File: src/hdl/fscd_pkg.sv
// shared types and constants for the framed servo command decoder
// used by every module of the block, no dependencies
`timescale 1ns / 1ps

package fscd_pkg;

	// protocol bytes
	localparam logic [7:0] BYTE_OPEN  = 8'hFF;
	localparam logic [7:0] BYTE_CLOSE = 8'hFE;
	localparam logic [7:0] OP_MOVE    = 8'h01;
	localparam logic [7:0] OP_QUERY   = 8'h02;
	localparam logic [7:0] RESP_OK    = 8'h00;
	localparam logic [7:0] RESP_BAD   = 8'h01;
	localparam logic [7:0] BYTE_ZERO  = 8'h00;

	// position codes in the low nibble of a move argument
	localparam logic [3:0] POS_LOW  = 4'd0;
	localparam logic [3:0] POS_MID  = 4'd1;
	localparam logic [3:0] POS_HIGH = 4'd2;

	// configuration register indexes
	localparam int unsigned CFG_IDX_W = 2;
	localparam logic [CFG_IDX_W-1:0] REG_PULSE_LOW  = 2'd0;
	localparam logic [CFG_IDX_W-1:0] REG_PULSE_MID  = 2'd1;
	localparam logic [CFG_IDX_W-1:0] REG_PULSE_HIGH = 2'd2;

	// reset values
	localparam logic [15:0] PULSE_LOW_RESET  = 16'd1100;
	localparam logic [15:0] PULSE_MID_RESET  = 16'd1400;
	localparam logic [15:0] PULSE_HIGH_RESET = 16'd1700;
	localparam logic [15:0] SERVO_PULSE_RESET = 16'd1700;

	// parameter defaults
	localparam int unsigned NUM_SERVOS_DEF  = 4;
	localparam int unsigned FRAME_DEPTH_DEF = 16;
	localparam int unsigned CMD_FIFO_DEPTH  = 2;

	// result kinds
	localparam logic KIND_BYTE   = 1'b0;
	localparam logic KIND_UPDATE = 1'b1;

	// beat positions of a response frame
	localparam int unsigned BEAT_W = 3;
	localparam logic [BEAT_W-1:0] BEAT_OPEN   = 3'd0;
	localparam logic [BEAT_W-1:0] BEAT_STATUS = 3'd1;
	localparam logic [BEAT_W-1:0] BEAT_ID     = 3'd2;
	localparam logic [BEAT_W-1:0] BEAT_HI     = 3'd3;
	localparam logic [BEAT_W-1:0] BEAT_LO     = 3'd4;
	localparam logic [BEAT_W-1:0] BEAT_CLOSE  = 3'd5;

	typedef enum logic [1:0] {
		CMD_SET_PULSE  = 2'd0,
		CMD_REPORT     = 2'd1,
		CMD_REPORT_BAD = 2'd2
	} cmd_kind_t;

	// one decoded command handed from front to back
	typedef struct packed {
		cmd_kind_t   kind;
		logic [3:0]  servo;
		logic [15:0] pulse;
	} cmd_t;

endpackage

File: src/hdl/fscd_cmd_fifo.sv
// short register queue of decoded commands between front and back
// depends on fscd_pkg for the command type
`timescale 1ns / 1ps

module fscd_cmd_fifo #(
	parameter int unsigned DEPTH = fscd_pkg::CMD_FIFO_DEPTH
) (
	input  logic           clk,
	input  logic           arst_n,
	input  logic           wr_en,
	input  fscd_pkg::cmd_t wr_data,
	output logic           full,
	input  logic           rd_en,
	output fscd_pkg::cmd_t rd_data,
	output logic           empty
);

	localparam int unsigned PTR_W = (DEPTH > 1) ? $clog2(DEPTH) : 1;
	localparam int unsigned CNT_W = $clog2(DEPTH + 1);
	localparam logic [PTR_W-1:0] PTR_LAST = PTR_W'(DEPTH - 1);
	localparam logic [CNT_W-1:0] CNT_FULL = CNT_W'(DEPTH);

	fscd_pkg::cmd_t   entry_q [DEPTH];
	logic [PTR_W-1:0] wr_ptr_q;
	logic [PTR_W-1:0] rd_ptr_q;
	logic [CNT_W-1:0] count_q;
	logic             do_wr;
	logic             do_rd;

	assign full    = (count_q == CNT_FULL);
	assign empty   = (count_q == '0);
	assign do_wr   = wr_en && !full;
	assign do_rd   = rd_en && !empty;
	assign rd_data = entry_q[rd_ptr_q];

	always_ff @(posedge clk) begin
		if (do_wr) begin
			entry_q[wr_ptr_q] <= wr_data;
		end
	end

	always_ff @(posedge clk or negedge arst_n) begin
		if (!arst_n) begin
			wr_ptr_q <= '0;
			rd_ptr_q <= '0;
			count_q  <= '0;
		end else begin
			if (do_wr) begin
				wr_ptr_q <= (wr_ptr_q == PTR_LAST) ? '0 : wr_ptr_q + PTR_W'(1);
			end
			if (do_rd) begin
				rd_ptr_q <= (rd_ptr_q == PTR_LAST) ? '0 : rd_ptr_q + PTR_W'(1);
			end
			if (do_wr && !do_rd) begin
				count_q <= count_q + CNT_W'(1);
			end else if (do_rd && !do_wr) begin
				count_q <= count_q - CNT_W'(1);
			end
		end
	end

endmodule

File: src/hdl/fscd_front.sv
// front part: frame tracking, byte capture, command classification, pulse registers
// depends on fscd_pkg
`timescale 1ns / 1ps

module fscd_front #(
	parameter int unsigned NUM_SERVOS  = fscd_pkg::NUM_SERVOS_DEF,
	parameter int unsigned FRAME_DEPTH = fscd_pkg::FRAME_DEPTH_DEF
) (
	input  logic                           clk,
	input  logic                           arst_n,
	input  logic                           byte_valid,
	input  logic [7:0]                     byte_data,
	input  logic                           cfg_wr,
	input  logic [fscd_pkg::CFG_IDX_W-1:0] cfg_idx,
	input  logic [15:0]                    cfg_wdata,
	output logic                           cmd_push,
	output fscd_pkg::cmd_t                 cmd_data
);

	localparam int unsigned CNT_W = $clog2(FRAME_DEPTH + 1);
	localparam logic [CNT_W-1:0] CNT_MAX = CNT_W'(FRAME_DEPTH);
	localparam logic [CNT_W-1:0] CNT_CMD = CNT_W'(0);
	localparam logic [CNT_W-1:0] CNT_ARG = CNT_W'(1);
	localparam logic [CNT_W-1:0] CNT_MIN = CNT_W'(2);
	localparam logic [4:0] SERVO_LIMIT = 5'(NUM_SERVOS);

	logic             in_frame_q;
	logic [CNT_W-1:0] count_q;
	logic [7:0]       cmd_byte_q;
	logic [7:0]       arg_byte_q;
	logic [15:0]      pulse_low_q;
	logic [15:0]      pulse_mid_q;
	logic [15:0]      pulse_high_q;

	logic       is_open;
	logic       is_close;
	logic [3:0] arg_hi;
	logic [3:0] arg_lo;
	logic       move_ok;
	logic       query_cmd;
	logic       query_bad;
	logic       long_enough;

	assign is_open     = (byte_data == fscd_pkg::BYTE_OPEN);
	assign is_close    = (byte_data == fscd_pkg::BYTE_CLOSE);
	assign arg_hi      = arg_byte_q[7:4];
	assign arg_lo      = arg_byte_q[3:0];
	assign long_enough = (count_q >= CNT_MIN);
	assign move_ok     = (cmd_byte_q == fscd_pkg::OP_MOVE)
		&& ({1'b0, arg_hi} < SERVO_LIMIT) && (arg_lo <= fscd_pkg::POS_HIGH);
	assign query_cmd   = (cmd_byte_q == fscd_pkg::OP_QUERY);
	assign query_bad   = ({1'b0, arg_lo} >= SERVO_LIMIT);
	assign cmd_push    = byte_valid && is_close && in_frame_q && long_enough
		&& (move_ok || query_cmd);

	always_comb begin
		cmd_data.servo = arg_lo;
		cmd_data.pulse = pulse_high_q;
		if (move_ok) begin
			cmd_data.kind  = fscd_pkg::CMD_SET_PULSE;
			cmd_data.servo = arg_hi;
		end else if (query_bad) begin
			cmd_data.kind = fscd_pkg::CMD_REPORT_BAD;
		end else begin
			cmd_data.kind = fscd_pkg::CMD_REPORT;
		end
		case (arg_lo)
			fscd_pkg::POS_LOW: begin
				cmd_data.pulse = pulse_low_q;
			end
			fscd_pkg::POS_MID: begin
				cmd_data.pulse = pulse_mid_q;
			end
			default: begin
				cmd_data.pulse = pulse_high_q;
			end
		endcase
	end

	// captured bytes only read after both were written in the frame
	always_ff @(posedge clk) begin
		if (byte_valid && !is_open && !is_close && in_frame_q) begin
			if (count_q == CNT_CMD) begin
				cmd_byte_q <= byte_data;
			end
			if (count_q == CNT_ARG) begin
				arg_byte_q <= byte_data;
			end
		end
	end

	always_ff @(posedge clk or negedge arst_n) begin
		if (!arst_n) begin
			in_frame_q <= 1'b0;
			count_q    <= '0;
		end else if (byte_valid) begin
			if (is_open) begin
				in_frame_q <= 1'b1;
				count_q    <= '0;
			end else if (is_close) begin
				in_frame_q <= 1'b0;
			end else if (in_frame_q && (count_q < CNT_MAX)) begin
				count_q <= count_q + CNT_W'(1);
			end
		end
	end

	always_ff @(posedge clk or negedge arst_n) begin
		if (!arst_n) begin
			pulse_low_q  <= fscd_pkg::PULSE_LOW_RESET;
			pulse_mid_q  <= fscd_pkg::PULSE_MID_RESET;
			pulse_high_q <= fscd_pkg::PULSE_HIGH_RESET;
		end else if (cfg_wr) begin
			case (cfg_idx)
				fscd_pkg::REG_PULSE_LOW: begin
					pulse_low_q <= cfg_wdata;
				end
				fscd_pkg::REG_PULSE_MID: begin
					pulse_mid_q <= cfg_wdata;
				end
				fscd_pkg::REG_PULSE_HIGH: begin
					pulse_high_q <= cfg_wdata;
				end
				default: begin
				end
			endcase
		end
	end

endmodule

File: src/hdl/fscd_back.sv
// back part: executes queued commands, holds servo pulse widths, drives result register
// depends on fscd_pkg
`timescale 1ns / 1ps

module fscd_back #(
	parameter int unsigned NUM_SERVOS = fscd_pkg::NUM_SERVOS_DEF
) (
	input  logic           clk,
	input  logic           arst_n,
	input  fscd_pkg::cmd_t cmd_head,
	input  logic           cmd_empty,
	output logic           cmd_pop,
	input  logic           out_pop,
	output logic           out_valid,
	output logic           out_kind,
	output logic [7:0]     out_tx,
	output logic           out_last,
	output logic [1:0]     out_servo,
	output logic [15:0]    out_pulse
);

	localparam int unsigned SIDX_W = (NUM_SERVOS > 1) ? $clog2(NUM_SERVOS) : 1;

	logic [15:0]                 pulse_q [NUM_SERVOS];
	logic [fscd_pkg::BEAT_W-1:0] beat_q;
	logic                        out_valid_q;
	logic                        out_kind_q;
	logic [7:0]                  out_tx_q;
	logic                        out_last_q;
	logic [1:0]                  out_servo_q;
	logic [15:0]                 out_pulse_q;

	logic              emit;
	logic              last_beat;
	logic [SIDX_W-1:0] sidx;
	logic [15:0]       cur_pulse;
	logic [7:0]        beat_byte;
	logic              is_move;

	assign sidx      = cmd_head.servo[SIDX_W-1:0];
	assign cur_pulse = pulse_q[sidx];
	assign is_move   = (cmd_head.kind == fscd_pkg::CMD_SET_PULSE);
	assign emit      = !cmd_empty && (!out_valid_q || out_pop);
	assign cmd_pop   = emit && last_beat;

	always_comb begin
		case (cmd_head.kind)
			fscd_pkg::CMD_SET_PULSE: begin
				last_beat = 1'b1;
			end
			fscd_pkg::CMD_REPORT: begin
				last_beat = (beat_q == fscd_pkg::BEAT_CLOSE);
			end
			default: begin
				last_beat = (beat_q == fscd_pkg::BEAT_LO);
			end
		endcase
	end

	always_comb begin
		case (beat_q)
			fscd_pkg::BEAT_OPEN: begin
				beat_byte = fscd_pkg::BYTE_OPEN;
			end
			fscd_pkg::BEAT_STATUS: begin
				beat_byte = (cmd_head.kind == fscd_pkg::CMD_REPORT_BAD)
					? fscd_pkg::RESP_BAD : fscd_pkg::RESP_OK;
			end
			fscd_pkg::BEAT_ID: begin
				beat_byte = (cmd_head.kind == fscd_pkg::CMD_REPORT_BAD)
					? fscd_pkg::BYTE_ZERO : {4'h0, cmd_head.servo};
			end
			fscd_pkg::BEAT_HI: begin
				beat_byte = (cmd_head.kind == fscd_pkg::CMD_REPORT_BAD)
					? fscd_pkg::BYTE_ZERO : cur_pulse[15:8];
			end
			fscd_pkg::BEAT_LO: begin
				beat_byte = (cmd_head.kind == fscd_pkg::CMD_REPORT_BAD)
					? fscd_pkg::BYTE_CLOSE : cur_pulse[7:0];
			end
			default: begin
				beat_byte = fscd_pkg::BYTE_CLOSE;
			end
		endcase
	end

	always_ff @(posedge clk or negedge arst_n) begin
		if (!arst_n) begin
			for (int i = 0; i < NUM_SERVOS; i++) begin
				pulse_q[i] <= fscd_pkg::SERVO_PULSE_RESET;
			end
		end else if (emit && is_move) begin
			pulse_q[sidx] <= cmd_head.pulse;
		end
	end

	always_ff @(posedge clk or negedge arst_n) begin
		if (!arst_n) begin
			beat_q      <= fscd_pkg::BEAT_OPEN;
			out_valid_q <= 1'b0;
		end else begin
			if (emit) begin
				beat_q <= last_beat ? fscd_pkg::BEAT_OPEN : beat_q + fscd_pkg::BEAT_W'(1);
			end
			if (emit) begin
				out_valid_q <= 1'b1;
			end else if (out_pop) begin
				out_valid_q <= 1'b0;
			end
		end
	end

	always_ff @(posedge clk) begin
		if (emit) begin
			out_last_q <= last_beat;
			if (is_move) begin
				out_kind_q  <= fscd_pkg::KIND_UPDATE;
				out_tx_q    <= fscd_pkg::BYTE_ZERO;
				out_servo_q <= cmd_head.servo[1:0];
				out_pulse_q <= cmd_head.pulse;
			end else begin
				out_kind_q  <= fscd_pkg::KIND_BYTE;
				out_tx_q    <= beat_byte;
				out_servo_q <= 2'd0;
				out_pulse_q <= 16'd0;
			end
		end
	end

	assign out_valid = out_valid_q;
	assign out_kind  = out_kind_q;
	assign out_tx    = out_tx_q;
	assign out_last  = out_last_q;
	assign out_servo = out_servo_q;
	assign out_pulse = out_pulse_q;

	a_beat_range: assert property (@(posedge clk) disable iff (!arst_n)
		beat_q <= fscd_pkg::BEAT_CLOSE)
		else $error("beat counter past close byte");

	a_mid_frame_head: assert property (@(posedge clk) disable iff (!arst_n)
		(beat_q != fscd_pkg::BEAT_OPEN) |-> !cmd_empty)
		else $error("response in progress without queued command");

	a_bad_short: assert property (@(posedge clk) disable iff (!arst_n)
		(!cmd_empty && (cmd_head.kind == fscd_pkg::CMD_REPORT_BAD))
		|-> (beat_q != fscd_pkg::BEAT_CLOSE))
		else $error("error response longer than five bytes");

	a_update_last: assert property (@(posedge clk) disable iff (!arst_n)
		(out_valid_q && (out_kind_q == fscd_pkg::KIND_UPDATE)) |-> out_last_q)
		else $error("servo update not marked last");

endmodule

File: src/hdl/framed_servo_command_decoder_unit.sv
// top level of the framed servo command decoder
// depends on fscd_pkg, fscd_front, fscd_cmd_fifo, fscd_back
`timescale 1ns / 1ps

// framed servo command decoder: takes one received byte per beat on the push side
// (push/full) and gives results on the pop side (empty/pop). a 0xFF byte opens a
// frame, the first two bytes inside are command and argument, a 0xFE byte closes it.
// a valid move (0x01) gives one servo update beat with kind 1; a query (0x02) gives
// a response frame of six bytes (FF 00 id hi lo FE), or five (FF 01 00 00 FE) for a
// servo number out of range, one byte per beat with kind 0; last marks the final
// beat caused by the closing byte. anything else gives no result. the front takes a
// byte every cycle and pushes a decoded command into a two-entry queue; the back
// drains that queue into a single output register at one result beat per cycle
// while it is free or popped. input stalls (full high) only when two decoded
// commands are already waiting. the user writes the three pulse width registers
// on the cfg port (always ready) only while the block is idle; this is not enforced.
module framed_servo_command_decoder_unit #(
	parameter int unsigned NUM_SERVOS  = fscd_pkg::NUM_SERVOS_DEF,
	parameter int unsigned FRAME_DEPTH = fscd_pkg::FRAME_DEPTH_DEF
) (
	input  logic                           clk,
	input  logic                           arst_n,
	// byte input, queue style
	input  logic                           push,
	output logic                           full,
	input  logic [7:0]                     rx_byte,
	// result output, queue style
	output logic                           empty,
	input  logic                           pop,
	output logic                           kind,
	output logic [7:0]                     tx_byte,
	output logic                           last,
	output logic [1:0]                     servo_index,
	output logic [15:0]                    pulse_us,
	// configuration write channel
	input  logic                           cfg_valid,
	output logic                           cfg_ready,
	input  logic [fscd_pkg::CFG_IDX_W-1:0] cfg_index,
	input  logic [15:0]                    cfg_data
);

	logic           byte_beat;
	logic           cmd_push;
	fscd_pkg::cmd_t cmd_in;
	fscd_pkg::cmd_t cmd_head;
	logic           cmd_full;
	logic           cmd_empty;
	logic           cmd_pop;
	logic           out_valid;

	// a byte is taken only while the command queue has room, even if it
	// ends up not closing a frame
	assign full      = cmd_full;
	assign byte_beat = push && !cmd_full;

	// pulse registers accept a write every cycle
	assign cfg_ready = 1'b1;

	fscd_front #(
		.NUM_SERVOS  (NUM_SERVOS),
		.FRAME_DEPTH (FRAME_DEPTH)
	) u_front (
		.clk        (clk),
		.arst_n     (arst_n),
		.byte_valid (byte_beat),
		.byte_data  (rx_byte),
		.cfg_wr     (cfg_valid),
		.cfg_idx    (cfg_index),
		.cfg_wdata  (cfg_data),
		.cmd_push   (cmd_push),
		.cmd_data   (cmd_in)
	);

	// decouples byte intake from response generation
	fscd_cmd_fifo #(
		.DEPTH (fscd_pkg::CMD_FIFO_DEPTH)
	) u_cmd_fifo (
		.clk     (clk),
		.arst_n  (arst_n),
		.wr_en   (cmd_push),
		.wr_data (cmd_in),
		.full    (cmd_full),
		.rd_en   (cmd_pop),
		.rd_data (cmd_head),
		.empty   (cmd_empty)
	);

	fscd_back #(
		.NUM_SERVOS (NUM_SERVOS)
	) u_back (
		.clk       (clk),
		.arst_n    (arst_n),
		.cmd_head  (cmd_head),
		.cmd_empty (cmd_empty),
		.cmd_pop   (cmd_pop),
		.out_pop   (pop),
		.out_valid (out_valid),
		.out_kind  (kind),
		.out_tx    (tx_byte),
		.out_last  (last),
		.out_servo (servo_index),
		.out_pulse (pulse_us)
	);

	// oldest result sits in the back's output register
	assign empty = !out_valid;

endmodule
File: config.mk
export PLATFORM = sky130hd
export DESIGN_NAME = framed_servo_command_decoder_unit
export DESIGN_NICKNAME = d
export VERILOG_FILES = /design/src/hdl/fscd_pkg.sv /design/src/hdl/fscd_cmd_fifo.sv /design/src/hdl/fscd_front.sv /design/src/hdl/fscd_back.sv /design/src/hdl/framed_servo_command_decoder_unit.sv
export SDC_FILE = /design/constraint.sdc
export NUM_CORES = 1
export LEC_CHECK = 0
export ABC_CLOCK_PERIOD_IN_PS = 5300
export BUFFER_PORTS_ARGS = -buffer_cell sky130_fd_sc_hd__clkbuf_2
export CORE_MARGIN = 2
export CORE_UTILIZATION = 40
export CTS_BUF_LIST = sky130_fd_sc_hd__clkbuf_16
export CTS_CLUSTER_DIAMETER = 50
export DETAILED_ROUTE_END_ITERATION = 12
export GPL_TIMING_DRIVEN = 0
export PLACE_DENSITY = 0.69
export SYNTH_ARGS = -nofsm -noshare
export SYNTH_HDL_FRONTEND = slang
export SYNTH_HIERARCHICAL = 1
export SYNTH_SLANG_ARGS = --single-unit
File: constraint.sdc
create_clock -name clk -period 5.3 [get_ports clk]
set_clock_uncertainty 0.2 [all_clocks]
set_input_delay 0.53 -clock clk [delete_from_list [all_inputs] [get_ports clk]]
set_output_delay 0.53 -clock clk [all_outputs]
set_load 0.03 [all_outputs]
# Word level (Yosys, flattened, before mapping)
# Memories as Yosys holds them, arrays and structs flattened.
# Cells that the tools add are included.
classes:
  add_sub_neg: 6
  muxes: 31
  n_lt_le_gt_ge: 7
  n_bitwise: 1
  eq_ne: 17
  n_reduce_logical: 45
ops:
  columns: ["cell", "n"]
  rows:
  - ["$bwmux 64", 1]
  - ["$mux 16", 3]
  - ["$pmux 8 s5", 1]
  - ["$bmux 16 s2", 1]
  - ["$demux 16 s2", 1]
  - ["$pmux 16 s2", 1]
  - ["$logic_and 1x1->1", 19]
  - ["$eq 8x8->1 const B", 2]
  - ["$mux 8", 2]
  - ["$mux 5", 3]
  - ["$reduce_and 2->1", 6]
  - ["$mux 1", 10]
  - ["$eq 8x1->1 const B", 1]
  - ["$eq 8x2->1 const B", 1]
  - ["$mux 2", 4]
  - ["$mux 4", 2]
  - ["$reduce_bool 2->1", 4]
  - ["$logic_not 1->1", 7]
  - ["$eq 2x2->1 const B", 3]
  - ["$eq 3x2->1 const B", 2]
  - ["$eq 3x3->1 const B", 2]
  - ["$logic_not 2->1", 3]
  - ["$add 5x1->5 const B", 1]
  - ["$eq 5x1->1 const B", 1]
  - ["other kinds (23)", 26]
totals:
  n_memories: 1
  out_inout_bits: 31
  elab_cells: 129
  inputBits: 31
  regBits: 170
  ram_bits: 44
mem_list:
  columns: ["memory", "words", "width", "read_ports", "rd_clocked_by_memory_dff", "write_ports", "line_no", "rtl"]
  rows:
  - ["u_cmd_fifo.entry_q", 2, 22, 1, 0, 1, "fscd_cmd_fifo.sv:23", "fscd_pkg::cmd_t entry_q [DEPTH];"]

# Depth between registers and ports, before layout
# Gate-level depths: netlist (run 1).
depth:
  ltp_word: 12
  mapped_depth: 13

# Cells and area by module
# The synthesis (run 1) kept the hierarchy.
by_module_without_submodules:
  columns: ["mod", "cells_each", "n_inst", "area_per_inst_um2"]
  rows:
  - ["fscd_back", 276, 1, 4377.9]
  - ["fscd_front", 238, 1, 3173.0]
  - ["fscd_cmd_fifo", 87, 1, 1788.0]
  - ["framed_servo_command_decoder_unit", 4, 1, 28.8]

# Least setup slack after synthesis (run 1)
# OpenSTA, ideal clock, no wires.
synth_path:
  path_kind: "reg2reg"
  from: "register u_cmd_fifo.count_q[0]"
  to: "memory u_cmd_fifo/entry_q[0][0] (netlist name) (enable)"
  stages_incl_launch_ff: 10
  arrival_ps: 2699
  path_slack_ps: 2001
  period_less_slack_ps: 3299
  required_ps: 4699
  path_buffers: 1
  path_cell_list: "dfrtp_1 nand2b_1 inv_1 nor2b_4 clkbuf_1 nand2_1 a211oi_1 nor4bb_1 nand2_1 nor2_1"
synth_via:
  elab_chain_cells: 10
synth_lines:
  columns: ["item", "line_no", "rtl"]
  rows:
  - ["start: declaration", "fscd_cmd_fifo.sv:26", "logic [CNT_W-1:0] count_q;"]
  - ["start signal: assignment", "fscd_cmd_fifo.sv:55", "count_q <= count_q + CNT_W'(1);"]
  - ["start signal: assignment", "fscd_cmd_fifo.sv:57", "count_q <= count_q - CNT_W'(1);"]
  - ["$eq 2x2->1", "fscd_cmd_fifo.sv:30", "assign full = (count_q == CNT_FULL);"]
  - ["net full", "framed_servo_command_decoder_unit.sv:25", "output logic full,"]
  - ["$logic_not 1->1", "framed_servo_command_decoder_unit.sv:54", "assign byte_beat = push && !cmd_full;"]
  - ["$logic_and 1x1->1", "framed_servo_command_decoder_unit.sv:54", null]
  - ["net byte_beat", "framed_servo_command_decoder_unit.sv:42", "logic byte_beat;"]
  - ["$logic_and 1x1->1 (3 in a row)", "fscd_front.sv:53", "assign cmd_push = byte_valid && is_close && in_frame_q && long_enough"]
  - ["$logic_and 1x1->1", "fscd_front.sv:54", "&& (move_ok || query_cmd);"]
  - ["net cmd_push", "framed_servo_command_decoder_unit.sv:43", "logic cmd_push;"]
  - ["$logic_and 1x1->1", "fscd_cmd_fifo.sv:32", "assign do_wr = wr_en && !full;"]
  - ["$mux 1", "fscd_cmd_fifo.sv:37", "if (do_wr) begin"]
  - ["$mux 1 (not written as such)", "fscd_cmd_fifo.sv:38", "entry_q[wr_ptr_q] <= wr_data;"]
  - ["end: declaration", "fscd_cmd_fifo.sv:23", null]
# The timed path passes the listed nets, and every way through them passes these cells.

# Worst setup path in the final report (run 1)
layout_path:
  from: "register u_cmd_fifo.count_q[0]"
  to: "memory u_cmd_fifo/entry_q[1][19] (netlist name) (enable)"
layout_via:
  elab_chain_cells: 10
layout_lines:
  columns: ["item", "line_no"]
  rows:
  - ["$eq 2x2->1", "fscd_cmd_fifo.sv:30"]
  - ["$logic_not 1->1", "framed_servo_command_decoder_unit.sv:54"]
  - ["$logic_and 1x1->1", "framed_servo_command_decoder_unit.sv:54"]
  - ["net byte_beat", "framed_servo_command_decoder_unit.sv:42"]
  - ["$logic_and 1x1->1 (3 in a row)", "fscd_front.sv:53"]
  - ["$logic_and 1x1->1", "fscd_front.sv:54"]
  - ["net cmd_push", "framed_servo_command_decoder_unit.sv:43"]
  - ["$logic_and 1x1->1", "fscd_cmd_fifo.sv:32"]
  - ["$mux 1", "fscd_cmd_fifo.sv:37"]
  - ["$mux 1 (not written as such)", "fscd_cmd_fifo.sv:38"]
# The timed path passes the listed nets, and every way through them passes these cells.

==> results by group, run 1 <==
Global routing
  • GRT overflow: 0
  • GRT Overall Usage: 0.153
  • Initial antenna violation count: 0
  • Number of global-route vias before repair: 5514
  • First-pass GRT wire length: 29600 um
  • Largest net degree at the start of global routing: 124

Clock network
  • TritonCTS clock tree: yes
  • Clock Tree Root: clkbuf_16
  • Max Buffers Root-to-Sink: 3
  • Clock Latency Late Sink: 510 ps
  • CTS sink cnt: 214
  • Reg clk slew, reported paths: 60 ps
  • H-tree levels: 1
  • Num CTS Buffers: 26

Timing
  • Final worst-path cycle share: 0.633
  • Minimum clock period: 3360 ps
  • Final setup vio count: 0
  • Worst Tran Pin Value: 1180 ps
  • Fmax achieved: 298 MHz
  • RSZ-0062 raised after global routing: false
  • Final setup margin: 1940 ps
  • Max_slew headroom: 0.206
  • Final Hold Fails: 0
  • Slew Limit Fails: 0
  • Final setup TNS: 0 ps

Critical path
  • Critical R2R Launch: u_cmd_fifo/count_q[0]
  • Crit end category: flip-flop
  • Req. time, crit path: 5230 ps
  • CP max FO: 22
  • Crit path arrival time: 3280 ps
  • Startpoint class of the critical path: flip-flop
  • Critical path type: flip-flop to flip-flop
  • Crit path from: u_cmd_fifo/count_q[0]

Routing
  • Vias: 5251
  • Initial DRC count: 260
  • Post-route ant nets: 0
  • Detailed Route WL: 18300 um
  • Via-to-Cell Ratio: 5.10
  • Avg WL per Cell: 17.8 um
  • Drt pass-1 iters: 5
  • # DRC: 0

Synthesis
  • Post-synthesis sequential area ratio: 0.623
  • Async SR Flop Fraction: 0.589
  • Ys Warns: 6
  • Post-synth cell types: 59
  • Syn Inst Count: 605
  • Syn nets: 646
  • Ys flop type: dfrtp_1
  • Seq cells post-synth: 214
  • Post-synth EDFFs: 88
  • Average size of a mapped cell: 15.5 um2
  • Synth Cell Area: 9370 um2

Place
  • Place WS: 1750 ps
  • Gp weighted congestion: 0.873
  • Port Buffer Count: 60
  • DP Wirelength: 12500 um
  • Placed Area: 10100 um2

Status
  • Outcome: completed

Power
  • Maximum VDD drop: 0.194 mV
  • Switching Fraction: 0.209
  • Sequential share of power: 0.496
  • Clock power share: 0.458
  • Comb power frac: 0.046
  • Leak pwr: 4.56 nW
  • Pwr per Cell Area: 341 nW/um2
  • P_sw: 0.000782 W
  • Power Internal: 0.00296 W

Final layout
  • Syn-to-layout area delta: 17.1%
  • Filler Cells Inserted: 1989
  • Post-route cell area: 11000 um2
  • Final #Nets: 737
  • Antenna diodes: 0
  • Fraction of layout cells with a size suffix above 1: 0.454

Floorplanning
  • IO Pins: 62
  • Chip Height: 157 um
  • Initial Utilization: 0.410
  • FP Rows: 55
  • DIE AREA: 24700 um2
  • CORE AREA: 22800 um2
  • Width of the die: 157 um

Run
  • Max Cap Viol: 0

Min path
  • Worst hold start: rx_byte[7]
  • Min-delay worst type: input pin to flip-flop
-- synthesized netlist by cell type (all sizes together) (2+ instances only) --
master | number | area, um2
nand3b | 3 | 30.0
buf | 21 | 170
nand3 | 14 | 70.1
nor4 | 4 | 40.0
xnor2 | 3 | 26.3
clkbuf | 10 | 37.5
dfstp | 35 | 920
dfrtp | 91 | 2280
edfxtp | 88 | 2640
nand2 | 12 | 45.0
xor2 | 2 | 17.5
mux2i | 16 | 160
nor4b | 2 | 32.5
a21oi | 21 | 109
mux4 | 16 | 360
mux2 | 138 | 1590
o211ai | 4 | 30.0
nand2b | 2 | 12.5
inv | 10 | 37.5
a22oi | 4 | 30.0
nand4 | 3 | 33.8
o21ai | 10 | 50.0
nor2 | 33 | 126
ha | 10 | 125
nor3 | 2 | 10.0
a31oi | 3 | 18.8
nor2b | 6 | 52.6
o31ai | 2 | 15.0
and3 | 4 | 25.0
or2 | 3 | 21.3
and2 | 20 | 125
-- power by group through the flow --
stage	logic [W]	registers, W	clock network, W
2_1_floorplan	0.000112	0.00187	0
3_3_place_gp	0.000161	0.00188	0
3_5_place_dp	0.000175	0.00189	0
4_1_cts	0.000176	0.00185	0.00175
5_1_grt	0.000196	0.00186	0.00181
6_report	0.000173	0.00185	0.00171
-- metal layers --
layer	up-vias	part of all wire	GRT usage
li1	2411	-	-
met1	2669	0.45	0.208
met2	138	0.49	0.260
met3	33	0.044	0.0237
met4	0	0.020	0.0398
met5	-	0	0
-- kinds of logic after synthesis --
| group | synth area share |
|---|---|
| compound gates | 0.0333 |
| xor+xnor | 0.00468 |
| fa+ha+maj | 0.0134 |
| buf+inv | 0.0266 |
| flops | 0.623 |
| mux | 0.225 |
| other cells | 0.000400 |
| simple gates | 0.0729 |
-- cells in the final DEF (no fill, tap or decap), types with 3 or more instances in the layout --
cell type  Yosys  final
mux2_2       128    128
dfrtp_1       91     91
edfxtp_1      88     88
clkbuf_2       0     59
dfstp_2       35     35
nor2_1        32     31
clkbuf_16      0     28
a21oi_1       20     20
and2_1        20     20
mux4_2        16     16
mux2i_1       16     16
nand3_1       14     14
inv_1          9     13
nand2_1       12     12
clkbuf_1      10     10
mux2_4        10     10
ha_1          10     10
o21ai_0        9      9
buf_6          7      7
buf_2          7      7
clkinv_1       1      6
clkinv_2       0      6
buf_4          5      5
nor2b_1        4      4
o211ai_1       4      4
and3_1         4      4
a22oi_1        4      4
xnor2_1        3      3
nor4_1         3      3
a31oi_1        3      3
-- state kept, by name, summed over array words and instances (netlist names) --
register,flops
u_back/out_last,1
u_cmd_fifo/wr_ptr_q,1
u_front/arg_byte_q,8
u_front/pulse_high_q,16
u_back/beat_q,3
u_cmd_fifo/count_q,2
u_back/out_valid,1
u_front/count_q,5
u_front/in_frame_q,1
u_front/cmd_byte_q,8
u_back/out_servo,2
u_front/pulse_mid_q,16
u_front/pulse_low_q,16
u_back/out_pulse,16
u_back/pulse_q,64
u_back/out_tx,8
u_back/out_kind,1
u_cmd_fifo/entry_q,44
u_cmd_fifo/rd_ptr_q,1
-- stage by stage --
step	cells	power [W]	util	hold slack (ps)
5_1_grt	1029	0.00387	0.480	21.7
3_3_place_gp	978	0.00204	0.440	280
4_1_cts	1029	0.00378	0.480	14.7
2_1_floorplan	605	0.00199	-	34.4
3_5_place_dp	980	0.00206	0.443	147
6_report	1029	0.00374	0.480	31.9
-- layout make-up --
cell class | instances | area, um2 | share of cell area
clock buffer | 28 | 701 | 0.0639
tap | 313 | 392 | 0.0357
timing repair buffer | 63 | 362 | 0.0330
buffer | 31 | 208 | 0.0189
multi-input combinational | 349 | 3280 | 0.299
clock inverter | 20 | 149 | 0.0136
inverter | 11 | 41.3 | 0.00376
sequential | 214 | 5840 | 0.532
-- critical path, stage by stage, from the launching register on --
cell and delay (ps):
dfrtp_1 420, nand2b_1 180, inv_1 90, nor2b_4 100, clkbuf_1 340, nand2_1 130
a211oi_1 230, nor4bb_1 360, and3_1 900
-- final timing paths --
| kind | cells after the start | slack [ps] | to |
|---|---|---|---|
| min in group asynchronous | 2 | 190 | u_front/count_q[1] |
| hold / removal | 1 | 30 | u_front/cmd_byte_q[7] |
| max in group asynchronous | 3 | 3960 | u_back/pulse_q[24] |
| setup reg to reg | 8 | 1940 | u_cmd_fifo/entry_q[1][19] |
| setup / recovery | 8 | 1940 | u_cmd_fifo/entry_q[1][19] |
| hold reg to reg | 1 | 300 | u_back/pulse_q[46] |
-- repair_timing --
item | CTS | global route
resized for setup | 0 | 0
buffers inserted | 0 | 0
hold buffers | 1 | 0
hold endpoints to repair | 91 | 0
(Power assumes the default switching activity.)
==> run 2, diff against run 1 <==
--- a/config.mk
+++ b/config.mk
@@ -5,7 +5,7 @@
 export SDC_FILE = /design/constraint.sdc
 export NUM_CORES = 1
 export LEC_CHECK = 0
-export ABC_CLOCK_PERIOD_IN_PS = 5300
+export ABC_CLOCK_PERIOD_IN_PS = 2850
 export BUFFER_PORTS_ARGS = -buffer_cell sky130_fd_sc_hd__clkbuf_2
 export CORE_MARGIN = 2
 export CORE_UTILIZATION = 40
@@ -13,7 +13,7 @@
 export CTS_CLUSTER_DIAMETER = 50
 export DETAILED_ROUTE_END_ITERATION = 12
 export GPL_TIMING_DRIVEN = 0
-export PLACE_DENSITY = 0.69
+export PLACE_DENSITY = 0.71
 export SYNTH_ARGS = -nofsm -noshare
 export SYNTH_HDL_FRONTEND = slang
 export SYNTH_HIERARCHICAL = 1
==> constraint.sdc (replaced) <==
create_clock -name clk -period 2.85 [get_ports clk]
set_clock_uncertainty 0.2 [all_clocks]
set_input_delay 0.285 -clock clk [delete_from_list [all_inputs] [get_ports clk]]
set_output_delay 0.285 -clock clk [all_outputs]
set_load 0.03 [all_outputs]
==> run 2 against run 1 <==
Routed wire length shrank 2.6%; critical path depth shrank 1; count of clock-buffer cells in the layout shrank 2; sequential power grew 86%; sequential share of layout area shrank 1.5 points; global-route usage shrank 0.56 points; total power grew 82%; register-to-register slack lost 1800 ps; via count grew 0.99%; critical endpoint is now u_back/out_tx[3].
==> results by group, run 2 (synthesized netlist as in run 1, its figures left out) <==
Final layout
  • Max reg flops: 64
  • Most frequent cells in the layout: mux2_2, dfrtp_1, edfxtp_1
  • Most common cell after layout, fill and taps aside: mux2_2
  • Multi-input gate area: 3320 um2
  • Largest register by flop count: u_back/pulse_q
  • Non-filler cells in the finished layout: 1060
  • Fraction of layout cells with a size suffix above 1: 0.457
  • Final core utilization: 0.494
  • Reg area: 5840 um2
  • Syn-to-layout area delta: 20.5%
  • Post-route cell area: 11300 um2
  • Filler Cells Inserted: 2007
  • Largest registers: u_back/pulse_q: 64 flops, u_cmd_fifo/entry_q: 44 flops
  • Final #Nets: 769

Timing
  • Fmax achieved: 366 MHz
  • Minimum clock period: 2730 ps
  • Final setup vio count: 0
  • Slew Limit Fails: 0
  • Worst Tran Pin Value: 545 ps
  • Max_slew headroom: 0.634
  • Final worst-path cycle share: 0.957
  • Final setup margin: 121 ps
  • Final Hold Fails: 0
  • RSZ-0062 raised after global routing: true

Critical path
  • CP max FO: 10
  • Critical path, cell by cell: buf_8, mux2_2, buf_2, buf_2, mux4_2, a22oi_1, nand3_1
  • Startpoint class of the critical path: flip-flop
  • Buf+Inv Stages, Crit Path: 3
  • Req. time, crit path: 2880 ps
  • Slowest cell on crit path: dfrtp_2
  • Crit end category: flip-flop
  • Crit path arrival time: 2760 ps
  • Most used cell along the critical path: buf_2
  • CP max stage delay: 450 ps
  • CP delay by family, top: buffers and inverters
  • Critical path type: flip-flop to flip-flop

Routing
  • Avg WL per Cell: 16.8 um
  • Detailed Route WL: 17800 um
  • Post-route ant nets: 0
  • Drt pass-1 iters: 4
  • # DRC: 0
  • Vias: 5303
  • Initial DRC count: 228
  • Via-to-Cell Ratio: 5.00

Clock network
  • Clock Latency Late Sink: 510 ps
  • H-tree levels: 1
  • CTS sink cnt: 214
  • Max Buffers Root-to-Sink: 3
  • Reg clk slew, reported paths: 60 ps
  • TritonCTS clock tree: yes
  • Num CTS Buffers: 25
  • Clock Tree Root: clkbuf_16

Floorplanning
  • Initial Utilization: 0.410
  • FP Rows: 55
  • IO Pins: 62
  • CORE AREA: 22800 um2
  • DIE AREA: 24700 um2
  • Width of the die: 157 um
  • Chip Height: 157 um

Place
  • Cells after DPL: 979
  • DP Wirelength: 11700 um
  • Placed Area: 10100 um2
  • Place WS: -538 ps
  • Gp weighted congestion: 0.799
  • Port Buffer Count: 60

Global routing
  • GRT Overall Usage: 0.148
  • Number of global-route vias before repair: 5242
  • Initial antenna violation count: 0
  • Largest net degree at the start of global routing: 75
  • GRT overflow: 0
  • First-pass GRT wire length: 28800 um

Run
  • Max Cap Viol: 0

Power
  • Post-route total power: 0.00679 W
  • Maximum VDD drop: 0.454 mV
  • Leak pwr: 4.70 nW
  • Pwr per Cell Area: 601 nW/um2

Status
  • Outcome: completed

Min path
  • Min-delay worst type: input pin to flip-flop
-- run 2: changes by cell type in the layout (fill, tap and decap cells not counted), sizes merged, moves of 3 or more --
cell / previous run / this run
clkinv: 13 / 9
buf: 23 / 31
inv: 15 / 18
dlygate4sd3: 1 / 27
clkbuf: 98 / 94
-- run 2: layout make-up --
type / instances / area share
inverters: 11 / 0.00410
repair buffers: 97 / 0.0608
plain buffers: 29 / 0.0191
clock inverters: 19 / 0.0120
flip-flops and latches: 214 / 0.517
multi-input cells: 350 / 0.294
clock buffers: 26 / 0.0576
diodes: 1 / 0.000222
well taps: 313 / 0.0347
-- run 2: path summary, 6_finish.rpt --
| check | startpoint | end | slack, ps | depth (start not counted) |
|---|---|---|---|---|
| max | u_cmd_fifo/rd_ptr_q | u_back/out_tx[3] | 120 | 7 |
| min | cfg_index[0] | u_front/pulse_low_q[0] | 50 | 3 |
| max reg2reg | u_cmd_fifo/rd_ptr_q | u_back/out_tx[3] | 120 | 7 |
| min reg2reg | u_back/pulse_q[47] | u_back/pulse_q[47] | 300 | 1 |
| max in group asynchronous | arst_n | u_back/pulse_q[41] | 1600 | 3 |
| min in group asynchronous | arst_n | u_front/count_q[0] | 80 | 2 |
-- run 2: layer usage --
layer  global-route usage  part of all wire
met5                    0                 0
met4               0.0329             0.016
met3               0.0253             0.038
met2                0.237              0.47
met1                0.212              0.47
-- run 2: stage by stage --
stage	setup TNS, ps	hold slack [ps]
floorplan	0	-211
detailed placement	-34400	68.0
CTS	0	32.0
global route	-42.8	59.7
finish	0	47.2
global placement	-97180	282
-- run 2: what timing repair did --
item,4_1_cts,5_1_grt
setup buffers,7,2
endpoints found under the hold margin,173,0
endpoints found under the setup margin,108,51
gates cloned,1,0
pin swaps,1,1
hold buffers,27,0
gates resized for setup,8,8
-- run 2: power by group --
group | internal, W | total, W | switching [W]
Sequential | 0.00338 | 0.00345 | 0.0000632
Combinational | 0.000192 | 0.000348 | 0.000156
Clock | 0.00176 | 0.00300 | 0.00124
Total | 0.00533 | 0.00679 | 0.00146
-- run 2: worst min-delay path, stage by stage --
cell      delay (ps)
clkbuf_2         130
nor3b_4           90
mux2_2           220
